--- config.mk ---
export PLATFORM = sky130hd
export DESIGN_NAME = msb_first_bit_packer_core
export DESIGN_NICKNAME = d
export VERILOG_FILES = /design/src/rtl/mbp_pkg.sv /design/src/rtl/msb_first_bit_packer_core.sv /design/src/rtl/mbp_front.sv /design/src/rtl/mbp_queue.sv /design/src/rtl/mbp_back.sv
export SDC_FILE = /design/constraint.sdc
export NUM_CORES = 1
export LEC_CHECK = 0
export ABC_AREA = 0
export BUFFER_PORTS_ARGS = -buffer_cell sky130_fd_sc_hd__buf_2
export CORE_AREA = 2 2 191 193
export CTS_CLUSTER_SIZE = 28
export DETAILED_ROUTE_END_ITERATION = 8
export DIE_AREA = 0 0 193 195
export GPL_TIMING_DRIVEN = 1
export PLACE_DENSITY = 0.69
export SYNTH_ARGS = -nofsm -noshare
export SYNTH_HDL_FRONTEND = slang
export SYNTH_HIERARCHICAL = 1
export SYNTH_SLANG_ARGS = --single-unit
--- constraint.sdc ---
create_clock -name clk -period 13.37 [get_ports clk]
set_clock_uncertainty 0.2 [all_clocks]
set_input_delay 2.0055 -clock clk [delete_from_list [all_inputs] [get_ports clk]]
set_output_delay 2.0055 -clock clk [all_outputs]
set_load 0.01 [all_outputs]
--- src/rtl/mbp_pkg.sv ---
package mbp_pkg;

  localparam int VALUE_W     = 64;
  localparam int COUNT_W     = 7;
  localparam int BYTE_W      = 8;
  localparam int ACC_W       = BYTE_W - 1;
  localparam int FILL_W      = 3;
  localparam int MAX_BITS    = 64;
  localparam int QUEUE_DEPTH = 2;

  typedef enum logic {
    OP_APPEND,
    OP_FLUSH
  } op_t;

  // Queue entry: append bits are left-aligned, first bit in the MSB.
  typedef struct packed {
    op_t                 op;
    logic [VALUE_W-1:0]  bits;
    logic [COUNT_W-1:0]  count;
  } entry_t;

  typedef enum logic [1:0] {
    ST_IDLE,
    ST_APPEND,
    ST_FLUSH
  } back_state_t;

endpackage

--- src/rtl/msb_first_bit_packer_core.sv ---
// Channel | Handshake               | Payload
// --------+-------------------------+------------------------------
// item    | item_valid / item_ready | cmd, value, bit_count
// byte    | byte_valid / byte_ready | out_byte, last
//
// An item is written into the queue, then popped and loaded into the back end, which
// emits its bytes one at a time: up to eight for an append (none when it only fills
// the accumulator), at most one for a flush. The back end's byte loop sets the rate.
// Synchronous reset clears the queue, the accumulator and byte_valid (not out_byte/last).
// A stalled byte channel holds the back end; the front keeps taking items until the
// queue fills. Dropped appends (zero or too many bits) never enter the queue.
module msb_first_bit_packer_core #(
  parameter int QUEUE_DEPTH = mbp_pkg::QUEUE_DEPTH
) (
  input  logic                         clk,
  input  logic                         rst,
  input  logic                         item_valid,
  output logic                         item_ready,
  input  logic                         cmd,
  input  logic [mbp_pkg::VALUE_W-1:0]  value,
  input  logic [mbp_pkg::COUNT_W-1:0]  bit_count,
  output logic                         byte_valid,
  input  logic                         byte_ready,
  output logic [mbp_pkg::BYTE_W-1:0]   out_byte,
  output logic                         last
);
  import mbp_pkg::*;

  entry_t push_entry;
  entry_t head;
  logic   push;
  logic   full;
  logic   pop;
  logic   not_empty;

  mbp_front u_front (
    .item_valid (item_valid),
    .item_ready (item_ready),
    .cmd        (cmd),
    .value      (value),
    .bit_count  (bit_count),
    .q_full     (full),
    .q_push     (push),
    .q_entry    (push_entry)
  );

  mbp_queue #(
    .DEPTH (QUEUE_DEPTH)
  ) u_queue (
    .clk        (clk),
    .rst        (rst),
    .push       (push),
    .push_entry (push_entry),
    .full       (full),
    .pop        (pop),
    .not_empty  (not_empty),
    .head       (head)
  );

  mbp_back u_back (
    .clk        (clk),
    .rst        (rst),
    .q_valid    (not_empty),
    .q_entry    (head),
    .q_pop      (pop),
    .byte_valid (byte_valid),
    .byte_ready (byte_ready),
    .out_byte   (out_byte),
    .last       (last)
  );

endmodule

--- src/rtl/mbp_front.sv ---
module mbp_front (
  input  logic                           item_valid,
  output logic                           item_ready,
  input  logic                           cmd,
  input  logic [mbp_pkg::VALUE_W-1:0]    value,
  input  logic [mbp_pkg::COUNT_W-1:0]    bit_count,
  input  logic                           q_full,
  output logic                           q_push,
  output mbp_pkg::entry_t                q_entry
);
  import mbp_pkg::*;

  logic                drop;
  logic [COUNT_W-1:0]  shamt;

  // Appends of zero bits or more than MAX_BITS bits have no effect: drop them here.
  assign drop = (cmd == 1'b0) &&
                ((bit_count == '0) || (bit_count > COUNT_W'(MAX_BITS)));

  assign item_ready = !q_full;
  assign q_push     = item_valid && item_ready && !drop;

  assign shamt = COUNT_W'(VALUE_W) - bit_count;

  always_comb begin
    q_entry.op    = cmd ? OP_FLUSH : OP_APPEND;
    q_entry.bits  = value << shamt[COUNT_W-2:0];
    q_entry.count = bit_count;
  end

endmodule

--- src/rtl/mbp_queue.sv ---
module mbp_queue #(
  parameter int DEPTH = mbp_pkg::QUEUE_DEPTH
) (
  input  logic            clk,
  input  logic            rst,
  input  logic            push,
  input  mbp_pkg::entry_t push_entry,
  output logic            full,
  input  logic            pop,
  output logic            not_empty,
  output mbp_pkg::entry_t head
);
  import mbp_pkg::*;

  localparam int PTR_W = (DEPTH > 1) ? $clog2(DEPTH) : 1;
  localparam int CNT_W = $clog2(DEPTH + 1);

  entry_t              slots [DEPTH];
  logic [PTR_W-1:0]    wr_ptr;
  logic [PTR_W-1:0]    rd_ptr;
  logic [CNT_W-1:0]    fill;

  assign full      = (fill == CNT_W'(DEPTH));
  assign not_empty = (fill != '0);
  assign head      = slots[rd_ptr];

  always_ff @(posedge clk) begin
    if (push) begin
      slots[wr_ptr] <= push_entry;
    end
  end

  always_ff @(posedge clk) begin
    if (rst) begin
      wr_ptr <= '0;
      rd_ptr <= '0;
      fill   <= '0;
    end else begin
      if (push) begin
        wr_ptr <= (wr_ptr == PTR_W'(DEPTH - 1)) ? '0 : wr_ptr + 1'b1;
      end
      if (pop) begin
        rd_ptr <= (rd_ptr == PTR_W'(DEPTH - 1)) ? '0 : rd_ptr + 1'b1;
      end
      if (push && !pop) begin
        fill <= fill + 1'b1;
      end else if (pop && !push) begin
        fill <= fill - 1'b1;
      end
    end
  end

endmodule

--- src/rtl/mbp_back.sv ---
module mbp_back (
  input  logic                        clk,
  input  logic                        rst,
  input  logic                        q_valid,
  input  mbp_pkg::entry_t             q_entry,
  output logic                        q_pop,
  output logic                        byte_valid,
  input  logic                        byte_ready,
  output logic [mbp_pkg::BYTE_W-1:0]  out_byte,
  output logic                        last
);
  import mbp_pkg::*;

  back_state_t          state, state_next;
  logic [ACC_W-1:0]     acc;
  logic [FILL_W-1:0]    pcnt;
  logic [VALUE_W-1:0]   val;
  logic [COUNT_W-1:0]   rem;

  logic                 step;
  logic                 emit;
  logic                 done;
  logic [3:0]           k;
  logic [COUNT_W-1:0]   total;
  logic [COUNT_W-1:0]   rem_after;
  logic [VALUE_W-1:0]   val_after;
  logic [BYTE_W-1:0]    hi;
  logic [BYTE_W-1:0]    lo;
  logic [BYTE_W-1:0]    absorb;
  logic [BYTE_W-1:0]    tail;
  logic [BYTE_W-1:0]    byte_next;
  logic                 last_next;

  // Step datapath: bytes are cut from {acc, val} where val is left-aligned.
  always_comb begin
    k         = 4'd8 - {1'b0, pcnt};
    total     = {{(COUNT_W-FILL_W){1'b0}}, pcnt} + rem;
    hi        = BYTE_W'({1'b0, acc} << k);
    lo        = val[VALUE_W-1 -: BYTE_W] >> pcnt;
    rem_after = rem - {{(COUNT_W-4){1'b0}}, k};
    val_after = val << k;
    tail      = val_after[VALUE_W-1 -: BYTE_W] >> (4'd8 - rem_after[3:0]);
    absorb    = BYTE_W'({1'b0, acc} << rem[3:0]) |
                (val[VALUE_W-1 -: BYTE_W] >> (4'd8 - rem[3:0]));
  end

  // Output block
  always_comb begin
    step      = 1'b0;
    emit      = 1'b0;
    done      = 1'b0;
    q_pop     = 1'b0;
    byte_next = hi | lo;
    last_next = 1'b0;
    unique case (state)
      ST_IDLE: begin
        q_pop = q_valid;
      end
      ST_APPEND: begin
        step = !byte_valid || byte_ready;
        if (total >= COUNT_W'(BYTE_W)) begin
          emit      = step;
          last_next = (rem_after < COUNT_W'(BYTE_W));
          done      = step && last_next;
        end else begin
          done = step;
        end
      end
      ST_FLUSH: begin
        step      = !byte_valid || byte_ready;
        emit      = step && (pcnt != '0);
        done      = step;
        byte_next = hi;
        last_next = 1'b1;
      end
      default: begin
        step = 1'b0;
      end
    endcase
  end

  // Next-state block
  always_comb begin
    state_next = state;
    unique case (state)
      ST_IDLE: begin
        if (q_valid) begin
          state_next = (q_entry.op == OP_FLUSH) ? ST_FLUSH : ST_APPEND;
        end
      end
      ST_APPEND, ST_FLUSH: begin
        if (done) begin
          state_next = ST_IDLE;
        end
      end
      default: begin
        state_next = ST_IDLE;
      end
    endcase
  end

  always_ff @(posedge clk) begin
    if (rst) begin
      state      <= ST_IDLE;
      acc        <= '0;
      pcnt       <= '0;
      byte_valid <= 1'b0;
    end else begin
      state <= state_next;
      if (emit) begin
        byte_valid <= 1'b1;
      end else if (byte_ready) begin
        byte_valid <= 1'b0;
      end
      if (state == ST_FLUSH && step) begin
        acc  <= '0;
        pcnt <= '0;
      end else if (state == ST_APPEND && step) begin
        if (emit && last_next) begin
          acc  <= tail[ACC_W-1:0];
          pcnt <= rem_after[FILL_W-1:0];
        end else if (emit) begin
          acc  <= '0;
          pcnt <= '0;
        end else begin
          acc  <= absorb[ACC_W-1:0];
          pcnt <= total[FILL_W-1:0];
        end
      end
    end
  end

  always_ff @(posedge clk) begin
    if (q_pop) begin
      val <= q_entry.bits;
      rem <= q_entry.count;
    end else if (state == ST_APPEND && emit) begin
      val <= val_after;
      rem <= rem_after;
    end
    if (emit) begin
      out_byte <= byte_next;
      last     <= last_next;
    end
  end

  a_flush_clears: assert property (@(posedge clk) disable iff (rst)
    (state == ST_FLUSH && step) |=> (pcnt == '0 && state == ST_IDLE))
    else $error("flush left bits pending");

  a_mid_byte_continues: assert property (@(posedge clk) disable iff (rst)
    (state == ST_APPEND && emit && !last_next) |=>
      (state == ST_APPEND && rem >= COUNT_W'(BYTE_W)))
    else $error("append ended before its last byte");

  a_pop_only_idle: assert property (@(posedge clk) disable iff (rst)
    q_pop |-> (state == ST_IDLE && q_valid))
    else $error("queue popped while busy");

  a_emit_has_room: assert property (@(posedge clk) disable iff (rst)
    (emit && byte_valid) |-> byte_ready)
    else $error("byte overwritten before taken");

endmodule

-- Word level (Yosys, flattened, before mapping)
Memory sizes are Yosys's and may differ from the RTL's. A register that Yosys moved wholly into a read port is not among the register bits.
Index checks and enable logic that the tools add are counted.
- add/subtract/negate cells: 10
- multiply operators: 0
- div/mod/pow operators: 0
- magnitude comparators: 3
- equality and inequality tests: 5
- shift operators: 7
- mux-type cells: 32
- bitwise operators: 3
- reductions and logical operators: 28
- operators with widths (cell ; count):
    $mux W64 ; 2
    $shl A64 B4 Y64 ; 1
    $shl A64 B6 Y64 ; 1
    $mux W7 ; 4
    $shr A8 B4 Y7 ; 2
    $mux W1 ; 14
    $logic_and A1 B1 Y1 ; 11
    $mux W2 ; 5
    $mux W8 ; 1
    $or A8 B8 Y8 ; 1
    $reduce_bool A2 Y1 ; 4
    $shl A7 B4 Y8 ; 1
    $shr A8 B3 Y8 ; 1
    $sub A4 B4 Y4 const A ; 2
    $add A3 B7 Y7 ; 1
    $ge A7 B4 Y1 const B ; 1
    $gt A7 B7 Y1 const B ; 1
    $logic_not A7 Y1 ; 1
    $lt A7 B4 Y1 const B ; 1
    $or A7 B7 Y7 ; 1
    $shl A7 B4 Y7 ; 1
    $sub A7 B4 Y7 ; 1
    $mux W3 ; 2
    $pmux W1 S2 ; 3
    other kinds (16) ; 25
- bits in registers: 97
- bits in latches: 0
- bits in writable memories: 144
- bits in read-only memories: 0
- input port bits: 76
- output and inout port bits: 11
- logic and storage cells: 100
- memories: 1
- memories (memory ; words ; width ; read ports ; clocked after memory_dff ; wr ports ; line ; text):
    u_queue.slots ; 2 ; 72 ; 1 ; 1 ; 1 ; mbp_queue.sv:18 ; entry_t slots [DEPTH];

-- Longest topological paths before layout
Gate-level depths: netlist of the first run.
- depth in word-level cells: 9
- mapped depth: 20
- depth with buffers taken out: 11

-- Modules after synthesis
The synthesis of the first run kept the hierarchy.
- modules (own cells, without submodules) (module ; instances ; cells an instance ; area each (µm²)):
    mbp_back ; 1 ; 966 ; 8546.9
    mbp_queue ; 1 ; 246 ; 5431.5
    mbp_front ; 1 ; 550 ; 4317.9

-- Worst setup path after synthesis of the first run
Ideal clock, no wire load.
- path type: input to register
- from: input port byte_ready
- to: register u_back.rem[0], enable pin
- setup time: 0.598 ns
- arrival time: 7.695 ns
- path slack: 4.877 ns
- stages: 5
- buffers on the path: 1
- cells stage by stage: nand2b_1 and2_1 o21ai_1 clkbuf_1 o21ai_0
- longest elaborated chain between the ends: 5
- ends and longest elaborated chain (item ; line ; text):
    start: declaration ; msb_first_bit_packer_core.sv:23 ; input logic byte_ready,
    $logic_or A1 B1 Y1 * ; mbp_back.sv:60, mbp_back.sv:70 ;
    $mux W1 / $logic_and A1 B1 Y1 (equally long branches) ; mbp_back.sv:61, mbp_back.sv:71 ;
    $pmux W1 S2 * ; mbp_back.sv:55 ; unique case (state)
    $logic_and A1 B1 Y1 * ; mbp_back.sv:137 ; end else if (state == ST_APPEND && emit) begin
    $reduce_bool A2 Y1 (no line) * ; n/a ;
    end signal: assignment ; mbp_back.sv:136 ; rem <= q_entry.count;
    end signal: assignment ; mbp_back.sv:139 ; rem <= rem_after;
    end: declaration ; mbp_back.sv:18 ; logic [COUNT_W-1:0] rem;
Every way passes the cells marked *; elsewhere a longest branch is shown, timed or not.
A chain may end at the register's enable or synchronous reset.

==> results of run 1 <==
-- power breakdown --
group | internal (mW) | leakage (nW) | total (mW) | switching, mW
registers | 1.17 | 2.26 | 1.38 | 0.205
clock network | 0.507 | 0.478 | 0.822 | 0.315
logic | 0.869 | 4.23 | 2.23 | 1.36
-- routing by layer --
metal	wire length, um	up-vias	global-route usage	part of all wire
li1	-	6656	-	-
met1	22000	7159	0.395	0.42
met2	24800	761	0.444	0.47
met3	3920	122	0.0313	0.074
met4	2060	0	0.107	0.039
met5	0	-	0	0
-- per-stage QoR --
step                      cell area, um2  instances  setup WS [ns]
final                              19700       2231           7.95
after global routing               19700       2231           7.77
after CTS                          19700       2231           8.03
after detailed placement           18700       2182           7.46
after global placement             18700       2182           7.50
after floorplan                    18300       1762           4.88
-- sequential cells by signal (all words and copies together), names as in the netlist, named ones only --
signal / count
u_back/val: 64
u_queue/slots: 144
u_back/out_byte: 8
u_back/last: 1
u_back/acc: 7
u_back/byte_valid: 1
u_queue/fill: 2
u_back/rem: 7
u_back/state: 2
u_queue/wr_ptr: 1
u_queue/rd_ptr: 1
u_back/pcnt: 3
-- worst reg2reg max path: stages, from the launching register on --
cell and delay [ns]:
dfxtp_4 0.75, buf_4 0.73, ha_1 0.37, fa_1 0.25, and3b_1 0.18, nor3_1 0.06
o31ai_1 0.43, o21ai_1 0.47, o21ai_4 0.25, buf_4 0.72
-- path summary, 6_finish.rpt --
| path | slack (ns) | endpoint | cells past startpoint | start |
|---|---|---|---|---|
| hold reg to reg | 0.30 | u_back/state[1]$_SDFFE_PP0P_ | 2 | u_back/state[1]$_SDFFE_PP0P_ |
| setup reg to reg | 8.48 | u_back/val[42]$_DFFE_PP_ | 9 | u_back/pcnt[0]$_SDFFE_PP0P_ |
| setup / recovery | 7.95 | u_queue/slots[1][50]$_DFFE_PP_ | 10 | bit_count[0] |
| hold / removal | 0.30 | u_back/state[1]$_SDFFE_PP0P_ | 2 | u_back/state[1]$_SDFFE_PP0P_ |
-- synth_stat cells, drive strengths merged (13+ instances only) --
| cell type | number | area share |
|---|---|---|
| edfxtp | 224 | 0.37 |
| nand2 | 208 | 0.043 |
| nor2 | 195 | 0.041 |
| mux2i | 180 | 0.098 |
| mux2 | 147 | 0.090 |
| a21oi | 116 | 0.032 |
| buf | 92 | 0.034 |
| o21ai | 91 | 0.025 |
| mux4 | 73 | 0.090 |
| clkbuf | 55 | 0.011 |
| nand3 | 34 | 0.0096 |
| a211oi | 26 | 0.011 |
| o211ai | 25 | 0.010 |
| nor3 | 23 | 0.0069 |
| inv | 22 | 0.0045 |
| dfxtp | 18 | 0.020 |
| ha | 16 | 0.011 |
| a22oi | 13 | 0.0056 |
-- kinds of logic (layout without fill, tap and decap cells) --
| logic type | after synthesis | in the layout | share of synthesized area |
|---|---|---|---|
| mux | 400 | 400 | 0.279 |
| simple gates | 532 | 532 | 0.127 |
| compound gates | 378 | 378 | 0.133 |
| buf+inv | 172 | 180 | 0.0501 |
| flops | 242 | 242 | 0.387 |
| fa+ha+maj | 18 | 18 | 0.0131 |
| xor+xnor | 20 | 20 | 0.0108 |
-- final cells by class --
class	count	area, um2
repair buffers	106	581
flip-flops and latches	242	7090
inverters	25	93.8
multi-input cells	1348	10400
fillers	3072	15700
clock inverters	21	305
clock buffers	28	679
well taps	461	577
==> results by group, run 1 <==
Run status
  – Run status: complete, no violations

Hold path
  – HP Class: flop to flop

Routing
  – DRT antenna net count: 0
  – DRC viols: 0
  – Drt total wl: between 50 and 60 mm
  – DR iter-0 viols: 1,733
  – First-pass DRT Iterations: 7
  – Post-DR vias/cell: 6.59
  – WL/cell: about 24 um
  – Total number of vias: 14,698

Placement
  – PortBufs: 86
  – Gpl congestion: 0.991
  – Final HPWL DP: 37.4 mm

Clocking
  – Hold Buf Count CTS: 0
  – Post-CTS Resized: 0
  – CTS clk-pin slew, worst paths: 0.06 ns
  – Depth of the CTS H-tree: 1
  – Num CTS Buffers: 27
  – CTS sink cnt: 242
  – TritonCTS clock tree: done
  – Post-CTS Repair Setup Buffers: 0
  – Longest Clk Path Bufs: 3
  – Clk Latency, worst-skew pair: about 0.54 ns
  – Clock root buffer: clkbuf_16

Final layout
  – # diodes: 0
  – Final nets: around 1,800
  – Util after Layout: 0.557
  – Layout cells sized above 1: 0.234
  – Most common cell after layout, fill and taps aside: edfxtp_1
  – Most frequent cells in the layout: edfxtp_1 (224), nand2_1 (205), nor2_1 (191)
  – Syn-to-layout area delta: 7.71%

Timing
  – RSZ-0062 raised after global routing: no
  – Worst Hold Margin: 0.301 ns
  – Tmin final: approximately 5.4 ns
  – Final number of setup-violating endpoints: 0
  – Setup TNS: 0 ns
  – Endpoints failing hold: 0
  – Final-report max-slew violation count: 0
  – Worst slew margin: 0.290
  – Final period util: 0.405
  – F_max: about 180 MHz
  – Worst-margin pin slew: 1.06 ns

Die
  – Die width: 193 um
  – Starting Density: 0.517
  – CORE AREA: 0.0354 mm2
  – Vert. Die Dim: 195 um
  – Row cnt: approximately 70
  – DIE AREA: 0.0376 mm2
  – Top-level port count: 87

Worst setup path
  – Crit Path Category: primary input to flop
  – Crit-path leading delay family: multiplexers
  – Bufs and invs on worst path: 3
  – WP data arrival: 5.45 ns
  – Max Fanout on Critical Path: 79
  – Crit-path max cell delay: 0.97 ns
  – Ordered list of cells on the worst path: buf_2 > buf_4 > inv_2 > ha_4 > mux2i_1 > mux2i_1 > mux2i_1 > mux2i_1 > a22oi_1 > o21ai_1
  – Most frequent CP cell: mux2i_1
  – WP data required: about 13 ns
  – Worst Setup End Kind: flop
  – Slowest stage cell, crit path: ha_4
  – Critical Path Start Type: primary input

Yosys
  – Register area share after synthesis: 0.387
  – Synth unique cells: 89
  – Synthesis warning total: 6
  – Yosys reg bits: 242
  – Async set or reset register ratio after synthesis: 0
  – Number of synthesized flops with an enable pin: 224
  – Post-Syn Nets: ~1,900
  – Synthesized area: around 0.018 mm2
  – Synth Flop Type: edfxtp_1
  – Mean Syn Cell Area: roughly 10 um2
  – Cells after synthesis: ~1,800

Power
  – Worst VDD drop: around 0.15 mV
  – Pleak: 6.96 nW
  – Pwr Density: 225 mW/mm2
  – Total power: 4.43 mW

Global route
  – Vias in the first global route: roughly 14,000
  – GRT overflow: 0
  – First-pass GRT wire length: 82.1 mm
  – Largest net degree at the start of global routing: 88
  – Initial antenna violation count: 0
  – GRT Total Usage: 0.280

Flow run
  – Max Cap Viol: 0
Power figures use the tool's default switching activity.
==> inputs of run 2 (changes only) <==
--- a/config.mk
+++ b/config.mk
@@ -12,7 +12,7 @@
 export DETAILED_ROUTE_END_ITERATION = 8
 export DIE_AREA = 0 0 193 195
 export GPL_TIMING_DRIVEN = 1
-export PLACE_DENSITY = 0.69
+export PLACE_DENSITY = 0.71
 export SYNTH_ARGS = -nofsm -noshare
 export SYNTH_HDL_FRONTEND = slang
 export SYNTH_HIERARCHICAL = 1
==> constraint.sdc (replaced) <==
create_clock -name clk -period 4.8 [get_ports clk]
set_clock_uncertainty 0.2 [all_clocks]
set_input_delay 0.72 -clock clk [delete_from_list [all_inputs] [get_ports clk]]
set_output_delay 0.72 -clock clk [all_outputs]
set_load 0.01 [all_outputs]
==> results by group, run 2 (synthesized netlist as in run 1, its figures left out) <==
Routing
  – Post-DR vias/cell: 6.52
  – Drt total wl: 54.1 mm
  – DR iter-0 viols: 1,504
  – DRT antenna net count: 0
  – WL/cell: between 20 and 25 um
  – Total number of vias: 14,648
  – First-pass DRT Iterations: 6
  – DRC viols: 0

Timing
  – Worst slew margin: 0.217
  – Worst Hold Margin: 0.187 ns
  – Final period util: 0.885
  – Endpoints failing hold: 0
  – Setup TNS: 0 ns
  – F_max: 235 MHz
  – Worst setup margin: 0.552 ns
  – Tmin final: 4.25 ns
  – Final number of setup-violating endpoints: 0
  – Worst-margin pin slew: 1.17 ns
  – Final-report max-slew violation count: 0
  – RSZ-0062 raised after global routing: no

Worst setup path
  – Worst Setup End Kind: flop
  – Crit Path Category: flop to flop
  – Reg-to-Reg Start: u_back/pcnt[1]$_SDFFE_PP0P_
  – WP data arrival: 4.51 ns
  – Critical Path Start Type: flop
  – R2R cell count: 10
  – Max Fanout on Critical Path: 37
  – WP data required: 5.06 ns
  – Worst r2r dst: u_back/acc[0]$_SDFFE_PP0P_
  – Setup slack, reg-to-reg: 0.55 ns

Die
  – Row cnt: between 60 and 70
  – CORE AREA: 0.0354 mm2
  – Starting Density: 0.517
  – Vert. Die Dim: roughly 200 um
  – Top-level port count: 87
  – DIE AREA: ~0.038 mm2
  – Die width: 193 um

Placement
  – Final HPWL DP: around 39 mm
  – Dpl ws: 0.651 ns
  – Post-Place Cells: about 2,200
  – Gpl congestion: 0.987
  – PortBufs: 86

Final layout
  – Most common cell after layout, fill and taps aside: edfxtp_1
  – # diodes: 0
  – Top flop regs: u_queue/slots x144, u_back/val x64, u_back/out_byte x8
  – Filler cells: approximately 3,100
  – Largest register by flop count: u_queue/slots
  – Fin cells: 2,247
  – Max reg flops: 144
  – Layout cells sized above 1: 0.240
  – Most frequent cells in the layout: edfxtp_1 (224), nand2_1 (205), nor2_1 (191)
  – Final nets: between 1,500 and 2,000
  – Syn-to-layout area delta: 8.51%

Clocking
  – Num CTS Buffers: 28
  – Post-CTS Resized: 0
  – Depth of the CTS H-tree: 1
  – Post-CTS Repair Setup Buffers: 0
  – CTS sink cnt: 242
  – TritonCTS clock tree: done
  – Longest Clk Path Bufs: 3
  – Clk Latency, worst-skew pair: roughly 0.56 ns
  – Clock root buffer: clkbuf_16
  – CTS clk-pin slew, worst paths: ~0.070 ns
  – Hold Buf Count CTS: 0

Global route
  – First-pass GRT wire length: 84.0 mm
  – GRT overflow: 0
  – Vias in the first global route: around 14,000
  – Largest net degree at the start of global routing: 84
  – Initial antenna violation count: 0
  – GRT Total Usage: 0.288

Hold path
  – Hold EP: u_queue/slots[1][6]$_DFFE_PP_
  – Min-Delay Path Depth: 1
  – Min-delay src: bit_count[6]
  – HP Class: primary input to flop

Power
  – Pwr Density: ~620 mW/mm2
  – Pleak: between 7 and 8 nW
  – Worst VDD drop: 0.365 mV

Run status
  – Run status: complete, no violations

Flow run
  – Max Cap Viol: 0
-- run 2: layout make-up --
| class | instances | area, um2 | area share |
|---|---|---|---|
| multi-input combinational | 1348 | 10400 | 0.523 |
| clock inverter | 16 | 179 | 0.00901 |
| sequential | 242 | 7090 | 0.357 |
| tap | 461 | 577 | 0.0291 |
| clock buffer | 35 | 788 | 0.0397 |
| inverter | 25 | 93.8 | 0.00473 |
| timing repair buffer | 120 | 736 | 0.0371 |
-- run 2: worst max-delay path by stage --
stage / from / to / slack, ns / cells after the start
floorplan: u_back/pcnt[1]$_SDFFE_PP0P_ / u_back/acc[0]$_SDFFE_PP0P_ / 0.07 / 16
global placement: u_back/pcnt[1]$_SDFFE_PP0P_ / u_back/acc[0]$_SDFFE_PP0P_ / 0.79 / 10
detailed placement: u_back/pcnt[1]$_SDFFE_PP0P_ / u_back/acc[0]$_SDFFE_PP0P_ / 0.65 / 10
CTS: u_back/pcnt[1]$_SDFFE_PP0P_ / u_back/acc[0]$_SDFFE_PP0P_ / 0.63 / 10
global route: u_back/pcnt[1]$_SDFFE_PP0P_ / u_back/acc[0]$_SDFFE_PP0P_ / 0.40 / 10
finish: u_back/pcnt[1]$_SDFFE_PP0P_ / u_back/acc[0]$_SDFFE_PP0P_ / 0.55 / 10
-- run 2: through the flow --
step                total power, mW   util  area, um2
floorplan                      8.30      -      18300
global placement               9.96  0.534      18900
detailed placement             10.0  0.534      18900
CTS                            12.3  0.561      19900
global route                   13.1  0.561      19900
finish                         12.4  0.561      19900
-- run 2: report_power, final --
group	switching, mW	internal [mW]
clock network	0.884	1.33
registers	0.563	3.27
logic	3.86	2.46
-- run 2: metal layers --
layer / share of wire / GRT usage / vias up
li1: - / - / 6687
met1: 0.42 / 0.401 / 7079
met2: 0.47 / 0.465 / 760
met3: 0.072 / 0.0322 / 122
met4: 0.039 / 0.106 / 0
met5: 0 / 0 / -
-- run 2: worst max-delay path: stages, from the launching register on --
cell and delay (ns):
dfxtp_1 0.79, inv_1 0.24, ha_4 0.24, ha_4 0.53
xor2_1 0.36, o21ai_1 0.20, a2bb2oi_1 0.17, and3_1 0.22
o31ai_2 0.62, nand4_1 0.27, o32ai_2 0.30
==> inputs of run 3 (changes only) <==
--- a/config.mk
+++ b/config.mk
@@ -5,15 +5,13 @@
 export SDC_FILE = /design/constraint.sdc
 export NUM_CORES = 1
 export LEC_CHECK = 0
-export ABC_AREA = 0
 export BUFFER_PORTS_ARGS = -buffer_cell sky130_fd_sc_hd__buf_2
-export CORE_AREA = 2 2 191 193
+export CORE_AREA = 2 2 188 190
 export CTS_CLUSTER_SIZE = 28
 export DETAILED_ROUTE_END_ITERATION = 8
-export DIE_AREA = 0 0 193 195
+export DIE_AREA = 0 0 190 192
 export GPL_TIMING_DRIVEN = 1
 export PLACE_DENSITY = 0.71
 export SYNTH_ARGS = -nofsm -noshare
 export SYNTH_HDL_FRONTEND = slang
-export SYNTH_HIERARCHICAL = 1
 export SYNTH_SLANG_ARGS = --single-unit
==> results by group, run 3 <==
Final layout
  – Layout cells sized above 1: 0.200
  – Most common cell after layout, fill and taps aside: nand2_1
  – Largest register by flop count: u_queue.slots
  – Most frequent cells in the layout: nand2_1 (225), edfxtp_1 (224), mux2i_1 (199)
  – Syn-to-layout area delta: 9.62%
  – Final nets: 1,776
  – Max reg flops: between 100 and 150
  – Top flop regs: u_queue.slots x144, u_back.val x64, u_back.out_byte x8
  – # diodes: 0
  – Filler cells: 2,856
  – Util after Layout: 0.567

Routing
  – First-pass DRT Iterations: 6
  – Drt total wl: 48.4 mm
  – Total number of vias: 14,102
  – WL/cell: 22.5 um
  – DRC viols: 0
  – DR iter-0 viols: 1,449
  – DRT antenna net count: 0
  – Post-DR vias/cell: 6.54

Yosys
  – Synth unique cells: 86
  – Register area share after synthesis: 0.400
  – Yosys reg bits: 242
  – Mean Syn Cell Area: 10.6 um2
  – Synthesis warning total: 0
  – Post-Syn Nets: 1,772
  – Number of synthesized flops with an enable pin: about 220
  – Synth Flop Type: edfxtp_1
  – Top cell type's share of synthesized area: 0.379
  – Synthesized area: 0.0177 mm2
  – Synth area leaders: edfxtp_1 (38%), mux4_2 (13%), mux2i_1 (11%)
  – Cells after synthesis: 1,679
  – Commonest cells in the netlist: nand2_1 (226), edfxtp_1 (224), mux2i_1 (199)
  – Async set or reset register ratio after synthesis: 0
  – Synth area leader: edfxtp_1
  – Most instantiated library cell after synthesis: nand2_1

Clocking
  – Post-CTS Repair Setup Buffers: 0
  – Longest Clk Path Bufs: 3
  – Hold Buf Count CTS: 0
  – TritonCTS clock tree: done
  – Clock root buffer: clkbuf_16
  – CTS sink cnt: 242
  – Num CTS Buffers: 26
  – Post-CTS Resized: 0
  – CTS clk-pin slew, worst paths: around 0.060 ns
  – Depth of the CTS H-tree: 1
  – Clk Latency, worst-skew pair: between 0.5 and 0.6 ns

Worst setup path
  – WP data required: 5.03 ns
  – WP data arrival: 4.05 ns
  – Bufs and invs on worst path: 2
  – Critical Path Start Type: flop
  – Slowest stage cell, crit path: fa_1
  – Worst Setup End Kind: flop
  – Crit-path leading delay family: compound AO/OA/AOI/OAI gates
  – Max Fanout on Critical Path: 20
  – Ordered list of cells on the worst path: buf_4 > inv_1 > ha_1 > fa_1 > nand2_1 > a21boi_0 > o31ai_1 > a31oi_1 > a2111oi_4 > nand2_2 > o41ai_2
  – Crit Path Category: flop to flop
  – Crit-path max cell delay: approximately 0.65 ns

Global route
  – Vias in the first global route: 13,422
  – Largest net degree at the start of global routing: 106
  – Initial antenna violation count: 0
  – GRT Total Usage: 0.262
  – GRT overflow: 0
  – First-pass GRT wire length: 75.3 mm

Die
  – Top-level port count: 87
  – Row cnt: just under 70
  – CORE AREA: 0.0343 mm2
  – Starting Density: 0.517
  – Die width: 190 um
  – Vert. Die Dim: roughly 190 um
  – DIE AREA: 0.0365 mm2

Timing
  – Worst slew margin: 0.161
  – Tmin final: between 3 and 4 ns
  – RSZ-0062 raised after global routing: no
  – Setup TNS: 0 ns
  – F_max: about 260 MHz
  – Worst-margin pin slew: 1.25 ns
  – Final-report max-slew violation count: 0
  – Final period util: 0.796
  – Endpoints failing hold: 0
  – Final number of setup-violating endpoints: 0

Placement
  – Final HPWL DP: 35.1 mm
  – PortBufs: 86
  – Gpl congestion: 0.954

Power
  – Pwr Density: 627 mW/mm2
  – Worst VDD drop: roughly 0.43 mV
  – Pleak: 6.79 nW

Run status
  – Run status: complete, no violations

Flow run
  – Max Cap Viol: 0

Hold path
  – HP Class: primary input to flop
-- run 3: cell count changes after synthesis, moves of 12 or more --
cell	previous run	this run
a211oi_1	26	41
clkbuf_1	55	75
mux2_2	147	28
mux2i_1	180	199
mux4_2	73	104
nand2_1	206	226
nand3_1	33	45
nor2_1	191	125
nor3_1	22	34
-- run 3: cells by family after synthesis --
logic type,Yosys count,synth area share
AOI/OAI and AO/OA,392,0.142
and+or+nand+nor,509,0.127
buffers and inverters,167,0.0436
DFF,242,0.400
muxes,331,0.262
adders and majority gates,17,0.0128
xor gates and xnor gates,21,0.0128
-- run 3: area by class of cell --
class | instances | area [um2] | area share
Multi-Input combinational cell | 1270 | 10000 | 0.514
Sequential cell | 242 | 7090 | 0.365
Timing Repair Buffer | 123 | 798 | 0.0411
Clock buffer | 29 | 683 | 0.0351
Tap cell | 455 | 569 | 0.0293
Clock inverter | 17 | 221 | 0.0114
Inverter | 20 | 76.3 | 0.00393
-- run 3: worst paths after layout --
kind / start / endpoint / slack, ns / cells past startpoint
min reg2reg: u_back.state[1]$_SDFFE_PP0P_ / u_back.state[1]$_SDFFE_PP0P_ / 0.31 / 2
max: u_back.rem[0]$_DFFE_PP_ / u_back.acc[4]$_SDFFE_PP0P_ / 0.98 / 11
max reg2reg: u_back.rem[0]$_DFFE_PP_ / u_back.acc[4]$_SDFFE_PP0P_ / 0.98 / 11
min: cmd / u_queue.slots[0][71]$_DFFE_PP_ / 0.20 / 1
-- run 3: worst register-to-register path, cell delays in order (launching register included) --
cell and delay [ns]:
edfxtp_1 0.36, buf_4 0.28, inv_1 0.18, ha_1 0.27, fa_1 0.65, nand2_1 0.12
a21boi_0 0.17, o31ai_1 0.30, a31oi_1 0.19, a2111oi_4 0.51, nand2_2 0.13, o41ai_2 0.35
-- run 3: metal layers --
layer | share of wire | track usage
met5 | 0 | 0
met4 | 0.043 | 0.108
met3 | 0.073 | 0.0250
met2 | 0.47 | 0.440
met1 | 0.41 | 0.350
-- run 3: report_power, final --
part	internal (mW)	switching [mW]	leakage (nW)	total, mW
clock	1.29	0.849	0.439	2.14
sequential	3.25	0.562	2.26	3.81
combinational	2.47	3.77	4.10	6.24
total	7.01	5.18	6.79	12.2
-- run 3: stage by stage --
stage	power (mW)	instances	hold WS (ns)	setup slack [ns]	instance area, um2
3_3_place_gp	9.81	2110	0.274	0.941	18500
3_5_place_dp	9.94	2110	0.294	0.861	18500
5_1_grt	12.9	2156	0.198	0.691	19400
6_report	12.2	2156	0.198	0.977	19400
4_1_cts	12.1	2156	0.183	1.00	19400
2_1_floorplan	8.32	1679	0.265	0.0915	17700
